**src/rtl/mcsw_pkg.sv**
```systemverilog
package mcsw_pkg;

    // request codes of the item channel
    localparam logic [1:0] REQ_TICK      = 2'd0;
    localparam logic [1:0] REQ_HEARTBEAT = 2'd1;
    localparam logic [1:0] REQ_CHECK     = 2'd2;
    localparam logic [1:0] REQ_SAMPLE    = 2'd3;

    // configuration register indexes
    localparam int CFG_IDX_W = 3;
    localparam logic [CFG_IDX_W-1:0] CFG_GRACE     = 3'd0;
    localparam logic [CFG_IDX_W-1:0] CFG_COOLDOWN  = 3'd1;
    localparam logic [CFG_IDX_W-1:0] CFG_TMO_LOW   = 3'd2;
    localparam logic [CFG_IDX_W-1:0] CFG_TMO_HIGH  = 3'd3;
    localparam logic [CFG_IDX_W-1:0] CFG_TARGETS   = 3'd4;
    localparam logic [CFG_IDX_W-1:0] CFG_ENABLE    = 3'd5;
    localparam logic [CFG_IDX_W-1:0] CFG_SIM_MODE  = 3'd6;
    localparam int CFG_DATA_W = 64;

    // register reset values
    localparam logic [15:0] GRACE_RST    = 16'd300;
    localparam logic [15:0] COOLDOWN_RST = 16'd300;
    localparam logic [63:0] TMO_LOW_RST  = 64'd8444378152304690;
    localparam logic [63:0] TMO_HIGH_RST = 64'd3276950;
    localparam logic [23:0] TARGETS_RST  = 24'd149128;
    localparam logic [7:0]  ENABLE_RST   = 8'd63;

    // fixed field widths
    localparam int MAX_CH     = 8;
    localparam int CH_W       = 3;
    localparam int TGT_W      = 3;
    localparam int TMO_W      = 16;
    localparam int TIME_W     = 32;
    localparam int MASK_W     = 8;

    localparam logic [TIME_W-1:0] TIME_MAX    = '1;
    // backward jumps count only from 1 s onwards
    localparam logic [TIME_W-1:0] JUMP_MIN_MS = 32'd1000;

    // controller to datapath
    typedef struct packed {
        logic            load;
        logic            chk_step;
        logic            jmp_step;
        logic            out_load;
        logic [CH_W-1:0] idx;
    } mcsw_cmd_t;

    // datapath to controller
    typedef struct packed {
        logic go_check;
        logic go_jump;
    } mcsw_status_t;

endpackage

```
**src/rtl/mcsw_if.sv**
```systemverilog
interface mcsw_item_if;
    logic        valid;
    logic        ready;
    logic [1:0]  req_type;
    logic [2:0]  channel;
    logic [31:0] sim_time_ms;
    logic [7:0]  target_present;

    modport source (output valid, req_type, channel, sim_time_ms, target_present,
                    input ready);
    modport sink (input valid, req_type, channel, sim_time_ms, target_present,
                  output ready);
endinterface

interface mcsw_result_if;
    logic       valid;
    logic       ready;
    logic [7:0] kill_mask;
    logic       clock_jump;
    logic       in_grace;

    modport source (output valid, kill_mask, clock_jump, in_grace, input ready);
    modport sink (input valid, kill_mask, clock_jump, in_grace, output ready);
endinterface

```
**src/rtl/mcsw_datapath.sv**
```systemverilog
module mcsw_datapath #(
    parameter int NUM_CHANNELS = 8,
    parameter int NUM_TARGETS  = 8
) (
    input  logic                                 clk,
    input  logic                                 rst_n,
    input  logic                                 cfg_we,
    input  logic [mcsw_pkg::CFG_IDX_W-1:0]       cfg_index,
    input  logic [mcsw_pkg::CFG_DATA_W-1:0]      cfg_data,
    input  logic [1:0]                           req_type,
    input  logic [2:0]                           channel,
    input  logic [31:0]                          sim_time_ms,
    input  logic [7:0]                           target_present,
    input  mcsw_pkg::mcsw_cmd_t                  cmd,
    output mcsw_pkg::mcsw_status_t               status,
    output logic [7:0]                           kill_mask,
    output logic                                 clock_jump,
    output logic                                 in_grace
);
    import mcsw_pkg::*;

    localparam int CW = (NUM_CHANNELS > 1) ? $clog2(NUM_CHANNELS) : 1;
    localparam int TW = (NUM_TARGETS > 1) ? $clog2(NUM_TARGETS) : 1;

    // configuration
    logic [15:0]       grace_reg;
    logic [15:0]       cool_reg;
    logic [63:0]       tmo_lo_reg;
    logic [63:0]       tmo_hi_reg;
    logic [23:0]       tgt_map_reg;
    logic [7:0]        en_reg;
    logic              sim_mode_reg;

    // watchdog state
    logic [TIME_W-1:0] time_reg;
    logic [TIME_W-1:0] seen_reg [NUM_CHANNELS];
    logic [TIME_W-1:0] kill_time_reg [NUM_TARGETS];
    logic [NUM_TARGETS-1:0] kill_vld_reg;
    logic [TIME_W-1:0] sim_last_reg;

    // per-item working registers
    logic [MASK_W-1:0] present_reg;
    logic [MASK_W-1:0] kills_reg;
    logic              jump_reg;

    // result payload
    logic [MASK_W-1:0] kill_mask_reg;
    logic              clock_jump_reg;
    logic              in_grace_reg;

    logic [TMO_W-1:0]  tmo [MAX_CH];
    logic [TGT_W-1:0]  tgt [MAX_CH];

    logic              grace_now;
    logic              jump_cond;
    logic [CW-1:0]     ci;
    logic [TGT_W-1:0]  cur_tgt;
    logic [TW-1:0]     tidx;
    logic              tgt_ok;
    logic              stale;
    logic              cool;
    logic              en_i;
    logic              pres;
    logic              chk_fire;
    logic              jmp_fire;

    // unpack per-channel timeout and target fields
    for (genvar k = 0; k < MAX_CH; k++)
    begin : g_fields
        if (k < 4)
        begin : g_lo
            assign tmo[k] = tmo_lo_reg[TMO_W*k +: TMO_W];
        end
        else
        begin : g_hi
            assign tmo[k] = tmo_hi_reg[TMO_W*(k-4) +: TMO_W];
        end
        assign tgt[k] = tgt_map_reg[TGT_W*k +: TGT_W];
    end

    // grace and clock jump decision for an incoming beat
    assign grace_now = time_reg < {16'd0, grace_reg};
    assign jump_cond = (req_type == REQ_SAMPLE) && sim_mode_reg
                       && (sim_last_reg >= JUMP_MIN_MS)
                       && (sim_time_ms < sim_last_reg) && !grace_now;

    assign status.go_check = (req_type == REQ_CHECK) && !grace_now;
    assign status.go_jump  = jump_cond;

    // channel visited in this step
    assign ci      = cmd.idx[CW-1:0];
    assign cur_tgt = tgt[cmd.idx];
    assign tidx    = cur_tgt[TW-1:0];
    assign tgt_ok  = {1'b0, cur_tgt} < 4'(NUM_TARGETS);
    assign en_i    = en_reg[cmd.idx];
    assign pres    = present_reg[cur_tgt];
    assign stale   = (time_reg - seen_reg[ci]) >= {16'd0, tmo[cmd.idx]};
    assign cool    = tgt_ok && kill_vld_reg[tidx]
                     && ((time_reg - kill_time_reg[tidx]) < {16'd0, cool_reg});

    assign chk_fire = en_i && stale && tgt_ok && !cool && pres;
    assign jmp_fire = en_i && tgt_ok && !kills_reg[cur_tgt] && !cool && pres;

    // configuration registers
    always_ff @(posedge clk or negedge rst_n)
    begin
        if (!rst_n)
        begin
            grace_reg    <= GRACE_RST;
            cool_reg     <= COOLDOWN_RST;
            tmo_lo_reg   <= TMO_LOW_RST;
            tmo_hi_reg   <= TMO_HIGH_RST;
            tgt_map_reg  <= TARGETS_RST;
            en_reg       <= ENABLE_RST;
            sim_mode_reg <= 1'b0;
        end
        else if (cfg_we)
        begin
            case (cfg_index)
                CFG_GRACE:    grace_reg    <= cfg_data[15:0];
                CFG_COOLDOWN: cool_reg     <= cfg_data[15:0];
                CFG_TMO_LOW:  tmo_lo_reg   <= cfg_data;
                CFG_TMO_HIGH: tmo_hi_reg   <= cfg_data;
                CFG_TARGETS:  tgt_map_reg  <= cfg_data[23:0];
                CFG_ENABLE:   en_reg       <= cfg_data[7:0];
                CFG_SIM_MODE: sim_mode_reg <= cfg_data[0];
                default:      ;
            endcase
        end
    end

    // watchdog state and per-item work
    always_ff @(posedge clk or negedge rst_n)
    begin
        if (!rst_n)
        begin
            time_reg     <= '0;
            sim_last_reg <= '0;
            kill_vld_reg <= '0;
            present_reg  <= '0;
            kills_reg    <= '0;
            jump_reg     <= 1'b0;
            for (int j = 0; j < NUM_CHANNELS; j++)
            begin
                seen_reg[j] <= '0;
            end
            for (int t = 0; t < NUM_TARGETS; t++)
            begin
                kill_time_reg[t] <= '0;
            end
        end
        else
        begin
            if (cmd.load)
            begin
                kills_reg   <= '0;
                jump_reg    <= jump_cond;
                present_reg <= target_present;
                case (req_type)
                    REQ_TICK:
                    begin
                        if (time_reg != TIME_MAX)
                        begin
                            time_reg <= time_reg + 32'd1;
                        end
                    end
                    REQ_HEARTBEAT:
                    begin
                        if ({1'b0, channel} < 4'(NUM_CHANNELS))
                        begin
                            seen_reg[channel[CW-1:0]] <= time_reg;
                        end
                    end
                    REQ_CHECK: ;
                    REQ_SAMPLE:
                    begin
                        if (sim_mode_reg)
                        begin
                            sim_last_reg <= sim_time_ms;
                        end
                        // a jump re-stamps every channel
                        if (jump_cond)
                        begin
                            for (int j = 0; j < NUM_CHANNELS; j++)
                            begin
                                seen_reg[j] <= time_reg;
                            end
                        end
                    end
                    default: ;
                endcase
            end

            // stale check: signal target and re-stamp all of its channels
            if (cmd.chk_step && chk_fire)
            begin
                kills_reg[cur_tgt]   <= 1'b1;
                kill_time_reg[tidx]  <= time_reg;
                kill_vld_reg[tidx]   <= 1'b1;
                for (int j = 0; j < NUM_CHANNELS; j++)
                begin
                    if (tgt[j] == cur_tgt)
                    begin
                        seen_reg[j] <= time_reg;
                    end
                end
            end

            // clock jump: signal each eligible target once
            if (cmd.jmp_step && jmp_fire)
            begin
                kills_reg[cur_tgt]  <= 1'b1;
                kill_time_reg[tidx] <= time_reg;
                kill_vld_reg[tidx]  <= 1'b1;
            end
        end
    end

    // result payload
    always_ff @(posedge clk)
    begin
        if (cmd.out_load)
        begin
            kill_mask_reg  <= kills_reg;
            clock_jump_reg <= jump_reg;
            in_grace_reg   <= grace_now;
        end
    end

    assign kill_mask  = kill_mask_reg;
    assign clock_jump = clock_jump_reg;
    assign in_grace   = in_grace_reg;

endmodule

```
**src/rtl/mcsw_ctrl.sv**
```systemverilog
module mcsw_ctrl #(
    parameter int NUM_CHANNELS = 8
) (
    input  logic                   clk,
    input  logic                   rst_n,
    input  logic                   item_valid,
    output logic                   item_ready,
    output logic                   result_valid,
    input  logic                   result_ready,
    input  mcsw_pkg::mcsw_status_t status,
    output mcsw_pkg::mcsw_cmd_t    cmd
);
    import mcsw_pkg::*;

    localparam int CW = (NUM_CHANNELS > 1) ? $clog2(NUM_CHANNELS) : 1;
    localparam logic [CW-1:0] LAST_IDX = CW'(NUM_CHANNELS - 1);

    localparam logic [1:0] S_IDLE  = 2'd0;
    localparam logic [1:0] S_CHECK = 2'd1;
    localparam logic [1:0] S_JUMP  = 2'd2;
    localparam logic [1:0] S_FIN   = 2'd3;

    logic [1:0]    state_reg, state_next;
    logic [CW-1:0] cnt_reg, cnt_next;
    logic          out_valid_reg, out_valid_next;
    logic          accept;
    logic          slot_free;

    assign item_ready   = (state_reg == S_IDLE);
    assign accept       = item_valid && item_ready;
    assign result_valid = out_valid_reg;
    assign slot_free    = !out_valid_reg || result_ready;

    // sequencing of one item
    always_comb
    begin
        state_next     = state_reg;
        cnt_next       = cnt_reg;
        out_valid_next = out_valid_reg && !result_ready;
        cmd.load       = 1'b0;
        cmd.chk_step   = 1'b0;
        cmd.jmp_step   = 1'b0;
        cmd.out_load   = 1'b0;
        cmd.idx        = CH_W'(cnt_reg);
        case (state_reg)
            S_IDLE:
            begin
                if (accept)
                begin
                    cmd.load = 1'b1;
                    cnt_next = '0;
                    if (status.go_check)
                    begin
                        state_next = S_CHECK;
                    end
                    else if (status.go_jump)
                    begin
                        state_next = S_JUMP;
                    end
                    else
                    begin
                        state_next = S_FIN;
                    end
                end
            end
            S_CHECK, S_JUMP:
            begin
                cmd.chk_step = (state_reg == S_CHECK);
                cmd.jmp_step = (state_reg == S_JUMP);
                if (cnt_reg == LAST_IDX)
                begin
                    state_next = S_FIN;
                end
                else
                begin
                    cnt_next = cnt_reg + CW'(1);
                end
            end
            S_FIN:
            begin
                // wait for the output register to free up
                if (slot_free)
                begin
                    cmd.out_load   = 1'b1;
                    out_valid_next = 1'b1;
                    state_next     = S_IDLE;
                end
            end
            default:
            begin
                state_next = S_IDLE;
            end
        endcase
    end

    always_ff @(posedge clk or negedge rst_n)
    begin
        if (!rst_n)
        begin
            state_reg     <= S_IDLE;
            cnt_reg       <= '0;
            out_valid_reg <= 1'b0;
        end
        else
        begin
            state_reg     <= state_next;
            cnt_reg       <= cnt_next;
            out_valid_reg <= out_valid_next;
        end
    end

endmodule

```
**src/rtl/multi_channel_stale_watchdog.sv**
```systemverilog
// channel   dir   beat payload
// item      in    req_type, channel, sim_time_ms, target_present
// result    out   kill_mask, clock_jump, in_grace
// cfg       in    cfg_we, cfg_index, cfg_data (write only)
//
// tick, heartbeat, clock sample and in-grace check items go from accept to the final step
// a check after grace or an acted-on clock jump first visits all NUM_CHANNELS channels: one
// channel is visited per cycle by the controller's index counter
// state resets to zero, the registers to defaults, the result payload not; no clearing pass
// a new item is taken while the previous result still waits; a stalled result
// holds the block in its final step until the output register is free
module multi_channel_stale_watchdog #(
    parameter int NUM_CHANNELS = 8,
    parameter int NUM_TARGETS  = 8
) (
    input  logic                            clk,
    input  logic                            rst_n,
    mcsw_item_if.sink                       item,
    mcsw_result_if.source                   result,
    input  logic                            cfg_we,
    input  logic [mcsw_pkg::CFG_IDX_W-1:0]  cfg_index,
    input  logic [mcsw_pkg::CFG_DATA_W-1:0] cfg_data
);
    import mcsw_pkg::*;

    mcsw_cmd_t    cmd;
    mcsw_status_t status;

    // sequencer
    mcsw_ctrl #(
        .NUM_CHANNELS (NUM_CHANNELS)
    ) u_ctrl (
        .clk          (clk),
        .rst_n        (rst_n),
        .item_valid   (item.valid),
        .item_ready   (item.ready),
        .result_valid (result.valid),
        .result_ready (result.ready),
        .status       (status),
        .cmd          (cmd)
    );

    // state, registers and per-channel evaluation
    mcsw_datapath #(
        .NUM_CHANNELS (NUM_CHANNELS),
        .NUM_TARGETS  (NUM_TARGETS)
    ) u_datapath (
        .clk            (clk),
        .rst_n          (rst_n),
        .cfg_we         (cfg_we),
        .cfg_index      (cfg_index),
        .cfg_data       (cfg_data),
        .req_type       (item.req_type),
        .channel        (item.channel),
        .sim_time_ms    (item.sim_time_ms),
        .target_present (item.target_present),
        .cmd            (cmd),
        .status         (status),
        .kill_mask      (result.kill_mask),
        .clock_jump     (result.clock_jump),
        .in_grace       (result.in_grace)
    );

    // a loaded result shows up as valid next cycle
    a_out_load: assert property (@(posedge clk) disable iff (!rst_n)
        cmd.out_load |=> result.valid)
        else $error("loaded result not presented");

    // no target beyond the configured count is ever signalled
    a_mask_range: assert property (@(posedge clk) disable iff (!rst_n)
        result.valid |-> ((16'(result.kill_mask) >> NUM_TARGETS) == 16'd0))
        else $error("kill for nonexistent target");

    // a clock jump is only acted on after grace
    a_jump_grace: assert property (@(posedge clk) disable iff (!rst_n)
        (result.valid && result.clock_jump) |-> !result.in_grace)
        else $error("clock jump reported inside grace");

    // no new item while a channel sweep runs
    a_busy: assert property (@(posedge clk) disable iff (!rst_n)
        (cmd.chk_step || cmd.jmp_step) |-> !item.ready)
        else $error("item taken during sweep");

endmodule
```
**src/flat_wrapper.sv**
```systemverilog
// flat-port wrapper written by rule: the top's interface ports become plain ports
module multi_channel_stale_watchdog_flat import mcsw_pkg::*;
#(
    parameter int NUM_CHANNELS = 8,
    parameter int NUM_TARGETS  = 8
)
  (clk, rst_n, cfg_we, cfg_index, cfg_data, item_valid, item_req_type, item_channel, item_sim_time_ms, item_target_present, item_ready, result_valid, result_kill_mask, result_clock_jump, result_in_grace, result_ready);
  mcsw_item_if item_i ();
  mcsw_result_if result_i ();
  input  logic clk;
  input  logic rst_n;
  input  logic cfg_we;
  input  logic [mcsw_pkg::CFG_IDX_W-1:0] cfg_index;
  input  logic [mcsw_pkg::CFG_DATA_W-1:0] cfg_data;
  input wire logic [$bits(item_i.valid)-1:0] item_valid;
  input wire logic [$bits(item_i.req_type)-1:0] item_req_type;
  input wire logic [$bits(item_i.channel)-1:0] item_channel;
  input wire logic [$bits(item_i.sim_time_ms)-1:0] item_sim_time_ms;
  input wire logic [$bits(item_i.target_present)-1:0] item_target_present;
  output wire logic [$bits(item_i.ready)-1:0] item_ready;
  output wire logic [$bits(result_i.valid)-1:0] result_valid;
  output wire logic [$bits(result_i.kill_mask)-1:0] result_kill_mask;
  output wire logic [$bits(result_i.clock_jump)-1:0] result_clock_jump;
  output wire logic [$bits(result_i.in_grace)-1:0] result_in_grace;
  input wire logic [$bits(result_i.ready)-1:0] result_ready;
  assign item_i.valid = item_valid;
  assign item_i.req_type = item_req_type;
  assign item_i.channel = item_channel;
  assign item_i.sim_time_ms = item_sim_time_ms;
  assign item_i.target_present = item_target_present;
  assign item_ready = item_i.ready;
  assign result_valid = result_i.valid;
  assign result_kill_mask = result_i.kill_mask;
  assign result_clock_jump = result_i.clock_jump;
  assign result_in_grace = result_i.in_grace;
  assign result_i.ready = result_ready;
  multi_channel_stale_watchdog #(.NUM_CHANNELS(NUM_CHANNELS), .NUM_TARGETS(NUM_TARGETS)) u_core (.clk(clk), .rst_n(rst_n), .item(item_i), .result(result_i), .cfg_we(cfg_we), .cfg_index(cfg_index), .cfg_data(cfg_data));
endmodule
```
**config.mk**
```make
export PLATFORM = sky130hd
export DESIGN_NAME = multi_channel_stale_watchdog_flat
export DESIGN_NICKNAME = d
export VERILOG_FILES = /design/src/rtl/mcsw_pkg.sv /design/src/rtl/mcsw_if.sv /design/src/rtl/mcsw_datapath.sv /design/src/rtl/mcsw_ctrl.sv /design/src/rtl/multi_channel_stale_watchdog.sv /design/src/flat_wrapper.sv
export SDC_FILE = /design/constraint.sdc
export NUM_CORES = 2
export LEC_CHECK = 0
export ABC_AREA = 1
export BUFFER_PORTS_ARGS = -buffer_cell sky130_fd_sc_hd__buf_4
export CAP_MARGIN = 20
export CELL_PAD_IN_SITES_DETAIL_PLACEMENT = 0
export CELL_PAD_IN_SITES_GLOBAL_PLACEMENT = 1
export CORE_MARGIN = 4
export CORE_UTILIZATION = 50
export DETAILED_ROUTE_END_ITERATION = 6
export PLACE_DENSITY_LB_ADDON = 0.3
export RECOVER_POWER = 25
export SLEW_MARGIN = 15
export SYNTH_ARGS = -nofsm -noshare
export SYNTH_HDL_FRONTEND = slang
export SYNTH_SLANG_ARGS = --single-unit
export TNS_END_PERCENT = 10
```
**constraint.sdc**
```tcl
create_clock -name clk -period 9.3 [get_ports clk]
set_input_delay 1.395 -clock clk [delete_from_list [all_inputs] [get_ports clk]]
set_output_delay 1.395 -clock clk [all_outputs]
set_load 0.02 [all_outputs]
```
## Word level (Yosys, flattened, before mapping)

Cells that the tools add are included.

- Add/subtract/negate cells: 4
- Order comparisons: 13
- Equal/unequal tests: 26
- Muxes and demuxes: 64
- Bitwise logic cells: 7
- Reduce and logical (&&, ||, !) cells: 41

Operators with widths:

| operator | count |
|---|---|
| 256-bit 2-to-1 mux | 5 |
| 256-bit bitwise mux | 3 |
| 256-bit case mux with 2 select lines | 1 |
| 32-bit 2-to-1 mux | 14 |
| 32-bit binary-select mux with 3-bit select | 2 |
| 32-bit demux with 3-bit select | 2 |
| 32-bit by 16-bit < comparator with 1-bit output | 2 |
| 32-bit subtractor | 2 |
| 16-bit binary-select mux with 3-bit select | 1 |
| 8-bit 2-to-1 mux | 5 |
| 32-bit by 1-bit adder with 32-bit output (second input constant) | 1 |
| 32-bit by 10-bit greater-or-equal comparator with 1-bit output (second input constant) | 1 |
| 32-bit by 16-bit greater-or-equal comparator with 1-bit output | 1 |
| 32-bit < comparator | 1 |
| 16-bit 2-to-1 mux | 2 |
| 32-bit inequality test (second input constant) | 1 |
| 8-bit OR | 4 |
| 3-bit equality test | 8 |
| 1-bit logical AND | 19 |
| 2-bit AND reduction | 7 |
| 1-bit binary-select mux with 3-bit select | 4 |
| 3-bit equality test (second input constant) | 4 |
| 4-bit greater-or-equal comparator (second input constant) | 3 |
| 1-bit 2-to-1 mux | 12 |
| 24 further kinds | 50 |

- Register bits: 810
- Bits of input ports: 117
- Output and inout port bits: 12
- Word-level logic and storage cells: 190

## Depth between registers and ports, before layout

- Depth after elaboration: 18
- Gate-level depth with buffers: 42
- Depth with buffers taken out: 38

## By module

A second synthesis with hierarchy kept.

- Cell total of the unflattened synthesis: 9,104
- Area total of the unflattened synthesis: 58,297.2 µm²

By module, submodules not included:

| module | times used | cells an instance | area each (µm²) |
|---|---|---|---|
| mcsw_datapath | 1 | 9,045 | 57,859.2 |
| mcsw_ctrl | 1 | 59 | 437.9 |

## Least setup slack after synthesis

OpenSTA, ideal clock, no wires.

- Path kind: register to register
- Start point: reg u_core.u_ctrl.cnt_reg[0]
- End point: reg u_core.u_datapath.kill_vld_reg[2]
- Setup time: 124 ps
- Arrival time: 5,051 ps
- Setup slack: 4,125 ps
- Stages on the path, launching flop included: 37
- Path buffers: 5
- Period minus slack after synthesis: 5,175 ps
- Cell sequence: dfrtp_1 > buf_4 > nand2_1 > nand3_1 > nand3_4 > nand2_2 > buf_6 > nand3_2 > clkbuf_1 > or2_2 > o21ai_0 > or4_1 > ha_1 > nand2_1 > nand2_1 > inv_1 > nand2_1 > nand2_1 > nand2_1 > a31oi_1 > xnor2_1 > ha_1 > nand2_1 > nor2_1 > a211oi_1 > nand2_1 > inv_1 > nand3_1 > nor2_1 > nand2_1 > nor2_1 > nand4_2 > buf_4 > buf_6 > nand3_2 > nand2_4 > or2_1

- Cells in the longest elaborated chain, start to end: 18
- Elaborated cells between the ends (all ways): 46
- Those cells by class: 2 x add/sub; 4 x order compare; 24 x mux; 4 x bitwise; 12 x reduce/logical

Ends and longest elaborated chain:

| item | line | source |
|---|---|---|
| start, declared | mcsw_ctrl.sv:24 | `logic [CW-1:0] cnt_reg, cnt_next;` |
| start signal, assigned | mcsw_ctrl.sv:107 | `cnt_reg <= cnt_next;` |
| 3-bit NOT with 4-bit output (not written as such) | mcsw_datapath.sv:92, mcsw_datapath.sv:97 |  |
| 3-bit binary-select mux with 3-bit select | mcsw_datapath.sv:92 | `assign cur_tgt = tgt[cmd.idx];` |
| 3-bit 2-to-1 mux (not written as such) (2 in series) | mcsw_datapath.sv:92 |  |
| 3-bit NOT with 4-bit output (not written as such) | mcsw_datapath.sv:99 | `&& ((time_reg - kill_time_reg[tidx]) < {16'd0, cool_reg});` |
| 32-bit binary-select mux with 3-bit select | mcsw_datapath.sv:99 |  |
| 32-bit 2-to-1 mux (not written as such) (2 in series) | mcsw_datapath.sv:99 |  |
| 32-bit subtractor | mcsw_datapath.sv:99 |  |
| 32-bit by 16-bit < comparator with 1-bit output | mcsw_datapath.sv:99 |  |
| 1-bit logical AND | mcsw_datapath.sv:99 |  |
| 1-bit zero test | mcsw_datapath.sv:101, mcsw_datapath.sv:102 |  |
| 1-bit logical AND (2 in series) | mcsw_datapath.sv:101 | `assign chk_fire = en_i && stale && tgt_ok && !cool && pres;` |
| 1-bit logical AND | mcsw_datapath.sv:195 | `if (cmd.chk_step && chk_fire)` |
| 8-bit 2-to-1 mux | mcsw_datapath.sv:195 |  |
| 8-bit OR (no source line) | -- |  |
| 8-bit 2-to-1 mux (*) | mcsw_datapath.sv:210 | `if (cmd.jmp_step && jmp_fire)` |
| end signal, assigned | mcsw_datapath.sv:139 | `kill_vld_reg <= '0;` |
| end signal, assigned by index | mcsw_datapath.sv:199 | `kill_vld_reg[tidx] <= 1'b1;` |
| end signal, assigned by index | mcsw_datapath.sv:214 | `kill_vld_reg[tidx] <= 1'b1;` |
| end, declared | mcsw_datapath.sv:38 | `logic [NUM_TARGETS-1:0] kill_vld_reg;` |

Mark *: on every way between the ends. The rest lies on a longest branch, timed or not. The select of a mux whose other input is x is not followed.
A chain may end at the register's enable or synchronous reset.

## Worst setup path after layout

- Start point: reg u_core.u_ctrl.cnt_reg[0]
- End point: reg u_core.u_datapath.seen_reg[5] (netlist bit)

- Cells in the longest elaborated chain, start to end: 16
- Elaborated cells between the ends (all ways): 33
- Those cells by class: 2 x add/sub; 2 x order compare; 1 x eq/ne; 20 x mux; 2 x bitwise; 6 x reduce/logical

Ends and longest elaborated chain:

| item | line | source |
|---|---|---|
| 3-bit NOT with 4-bit output (not written as such) | mcsw_datapath.sv:92, mcsw_datapath.sv:97 |  |
| 3-bit binary-select mux with 3-bit select | mcsw_datapath.sv:92 |  |
| 3-bit 2-to-1 mux (not written as such) (2 in series) | mcsw_datapath.sv:92 |  |
| 3-bit NOT with 4-bit output (not written as such) | mcsw_datapath.sv:99 |  |
| 32-bit binary-select mux with 3-bit select | mcsw_datapath.sv:99 |  |
| 32-bit 2-to-1 mux (not written as such) (2 in series) | mcsw_datapath.sv:99 |  |
| 32-bit subtractor | mcsw_datapath.sv:99 |  |
| 32-bit by 16-bit < comparator with 1-bit output | mcsw_datapath.sv:99 |  |
| 1-bit logical AND | mcsw_datapath.sv:99 |  |
| 1-bit zero test | mcsw_datapath.sv:101 |  |
| 1-bit logical AND (2 in series) | mcsw_datapath.sv:101 |  |
| 1-bit logical AND | mcsw_datapath.sv:195 |  |
| 256-bit 2-to-1 mux (*) | mcsw_datapath.sv:195 |  |
| end signal, assigned by index | mcsw_datapath.sv:171 | `seen_reg[channel[CW-1:0]] <= time_reg;` |
| end signal, assigned by index | mcsw_datapath.sv:186 | `seen_reg[j] <= time_reg;` |
| end signal, assigned by index | mcsw_datapath.sv:204 | `seen_reg[j] <= time_reg;` |
| end, declared | mcsw_datapath.sv:36 | `logic [TIME_W-1:0] seen_reg [NUM_CHANNELS];` |

Marked as above.

==> results.toml <==
[setup_path]
required_ps = 9850
path_depth = 28
critPathArrivalTime_ps = 8790
path_class = "reg -> reg"
start_kind = "register"
worstReg2RegEnd = "u_core.u_datapath.seen_reg[5]"
end_kind = "register"
crit_top_cell = "nand2_1"
crit_family = "simple AND/OR/NAND/NOR gates"
r2r_cells = 28
critPathMaxFanout = 83
critPathSlowestCell = "buf_4"
r2r_start = "u_core.u_ctrl.cnt_reg[0]"
cp-endpoint = "u_core.u_datapath.seen_reg[5]"
crit_buf_inv = 5
cp-startpoint = "u_core.u_ctrl.cnt_reg[0]"
slowest_delay_ps = 760
rrSetupSlack_ps = 1060

[timing]
fin_crit_ps = 8240
fin_tns_setup_ps = 0
worst_slew_pin_slew_ps = 6410
period_share_pct = 88.6
rsz0062_at_grt = "no"
final-setup-viol-count = 0
hold_viol = 0
fmax_ghz = 0.121
maxSlewViolCount = 183
skew_ps = 34.1
relSlewSlack_pct = -327

[power]
intPower_mw = 11.6
p_seq_share_pct = 22.0
peakVddDrop_v = 0.000279
p_sw_mw = 13.1
total_power_mw = 24.7
clkPwrFrac_pct = 16.9
comb_power_share_pct = 61.1
switching_share_pct = 53.0
leakage_nw = 32.9
cellPowerDensity_nw_per_um2 = 386

[cts]
cts_tree = "yes"
insertion_delay_ps = 730
cts_buffer_depth = 3
htreeDepth = 3
clk_pin_slew_ps = 70
numCtsBuffers = 97
cts-hold-fix-buffers = 0
post_cts_buffers = 0
clockRootBuffer = "clkbuf_16"
post_cts_resized = 0
cts_sinks = 810

[floorplan]
placement_rows = 125
die_w_um = 351
fp.dieArea_sq_um = 123000
start_util_pct = 50.5
io_pins = 129
die_h_um = 351
coreArea_sq_um = 117000

[flow_run]
maxCapViolCount = 3

[grt]
grt_max_degree = 198
overflow = 0
antenna_found_initial = 3
grt_pass1_wl_mm = 359
track_usage_pct = 37.4
grt_pass1_vias = 58500

[routing]
wl_met3_mm = 27.7
ant_nets = 0
top_layer_used = "met5"
drtIter0Drc = 8322
vias_per_cell = 6.05
drc_errors = 4
firstDrtPassIters = 7
routedWlPerCell_um = 22.6
vias = 63600
met1Wirelength_mm = 95.4
wl_met2_mm = 101
routed_wl_mm = 237

[logic_synthesis]
async_flop_share_pct = 98.8
synth_ff_type = "dfrtp_1"
ys_warn_count = 0
synth_edf_count = 10
ys_ff_latch = 810
synth.net_count = 9446
synthDistinctLibCells = 57
avgSynthCellArea_sq_um = 6.42
seq_area_frac_synth_pct = 34.6
syn_inst = 9181
synth_area_sq_um = 59000

[finish]
drive_above_1_share_pct = 6.39
fin_nets = 9168
syn_to_final_growth_pct = 8.32
final_cell_mix = "nand2_1 (3,740), o21ai_0 (858), nand3_1 (826)"
layout_commonest_cell = "nand2_1"

[place]
gp_congestion = 0.950
dp_hpwl_mm = 148
port-buffer-count = 128

[status]
failed_checks = "DRC, capacitance limit, slew limit"
status = "finished with violations"

[hold_path]
hold_path.class = "reg -> reg"
## final cells by class
| type | instances | area, sq um |
|---|---|---|
| Tap cell | 1524 | 1910 |
| Fill cell | 11500 | 52800 |
| Clock buffer | 141 | 2830 |
| Clock inverter | 41 | 592 |
| Antenna cell | 2 | 5.00 |
| Inverter | 698 | 2650 |
| Timing Repair Buffer | 290 | 2440 |
| Sequential cell | 810 | 20400 |
| Multi-Input combinational cell | 7006 | 33100 |
## kinds of logic after synthesis
logic type | Yosys count | share of synthesized area (%)
simple gates | 5032 | 34.7
compound gates | 1744 | 16.7
buf+inv | 1365 | 9.64
flops | 810 | 34.6
fa+ha+maj | 148 | 3.17
xor+xnor | 82 | 1.22
## per-stage QoR
stage                     setup WS [ps]  instance area, sq um  util [%]  instances  hold slack, ps
final                              1060                 63900      54.7      10500             474
after global placement             1370                 60300      51.7      10300             446
after global routing                674                 63900      54.7      10500             497
after detailed placement           1270                 60400      51.7      10300             458
after floorplan                    4120                 59000         -       9181             425
after CTS                          1230                 63800      54.7      10500             471
## synth_stat cells (all sizes together), types with 20 or more instances
cell type | count | area (sq um)
nand2 | 3761 | 14200
o21ai | 877 | 4390
nand3 | 844 | 4300
dfrtp | 758 | 19000
inv | 690 | 2590
a21oi | 421 | 2110
clkbuf | 412 | 1550
nor2 | 269 | 1040
buf | 253 | 1500
o211ai | 242 | 1820
ha | 146 | 1830
xor2 | 78 | 683
o22ai | 77 | 482
nand4 | 74 | 469
dfstp | 42 | 1100
nor3 | 38 | 190
a221oi | 33 | 289
a22oi | 29 | 218
a22o | 20 | 175
## metal layers
metal | global-route usage [%] | vias up
li1 | - | 29400
met5 | 0 | -
met2 | 56.0 | 3732
met1 | 51.1 | 29800
met3 | 8.37 | 700
met4 | 18.4 | 2
## worst min-delay path by stage
stage               slack, ps                               from  cells after the start                                 to
finish                    470  u_core.u_datapath.kill_vld_reg[4]                      1  u_core.u_datapath.kill_vld_reg[4]
global route              500  u_core.u_datapath.kill_vld_reg[4]                      1  u_core.u_datapath.kill_vld_reg[4]
CTS                       470  u_core.u_datapath.kill_vld_reg[4]                      1  u_core.u_datapath.kill_vld_reg[4]
detailed placement        460  u_core.u_datapath.kill_vld_reg[4]                      1  u_core.u_datapath.kill_vld_reg[4]
global placement          450  u_core.u_datapath.kill_vld_reg[2]                      1  u_core.u_datapath.kill_vld_reg[2]
floorplan                 420     u_core.u_datapath.kills_reg[0]                      0     u_core.u_datapath.kill_mask[0]
## power groups by stage
stage | sequential, mW | combinational (mW) | clock (mW)
CTS | 5.39 | 14.7 | 4.18
global route | 5.52 | 16.7 | 4.32
detailed placement | 5.44 | 14.6 | 0
finish | 5.43 | 15.1 | 4.16
global placement | 5.42 | 14.4 | 0
floorplan | 5.17 | 10.2 | 0
No activity file was read; power rests on OpenSTA's default activity.
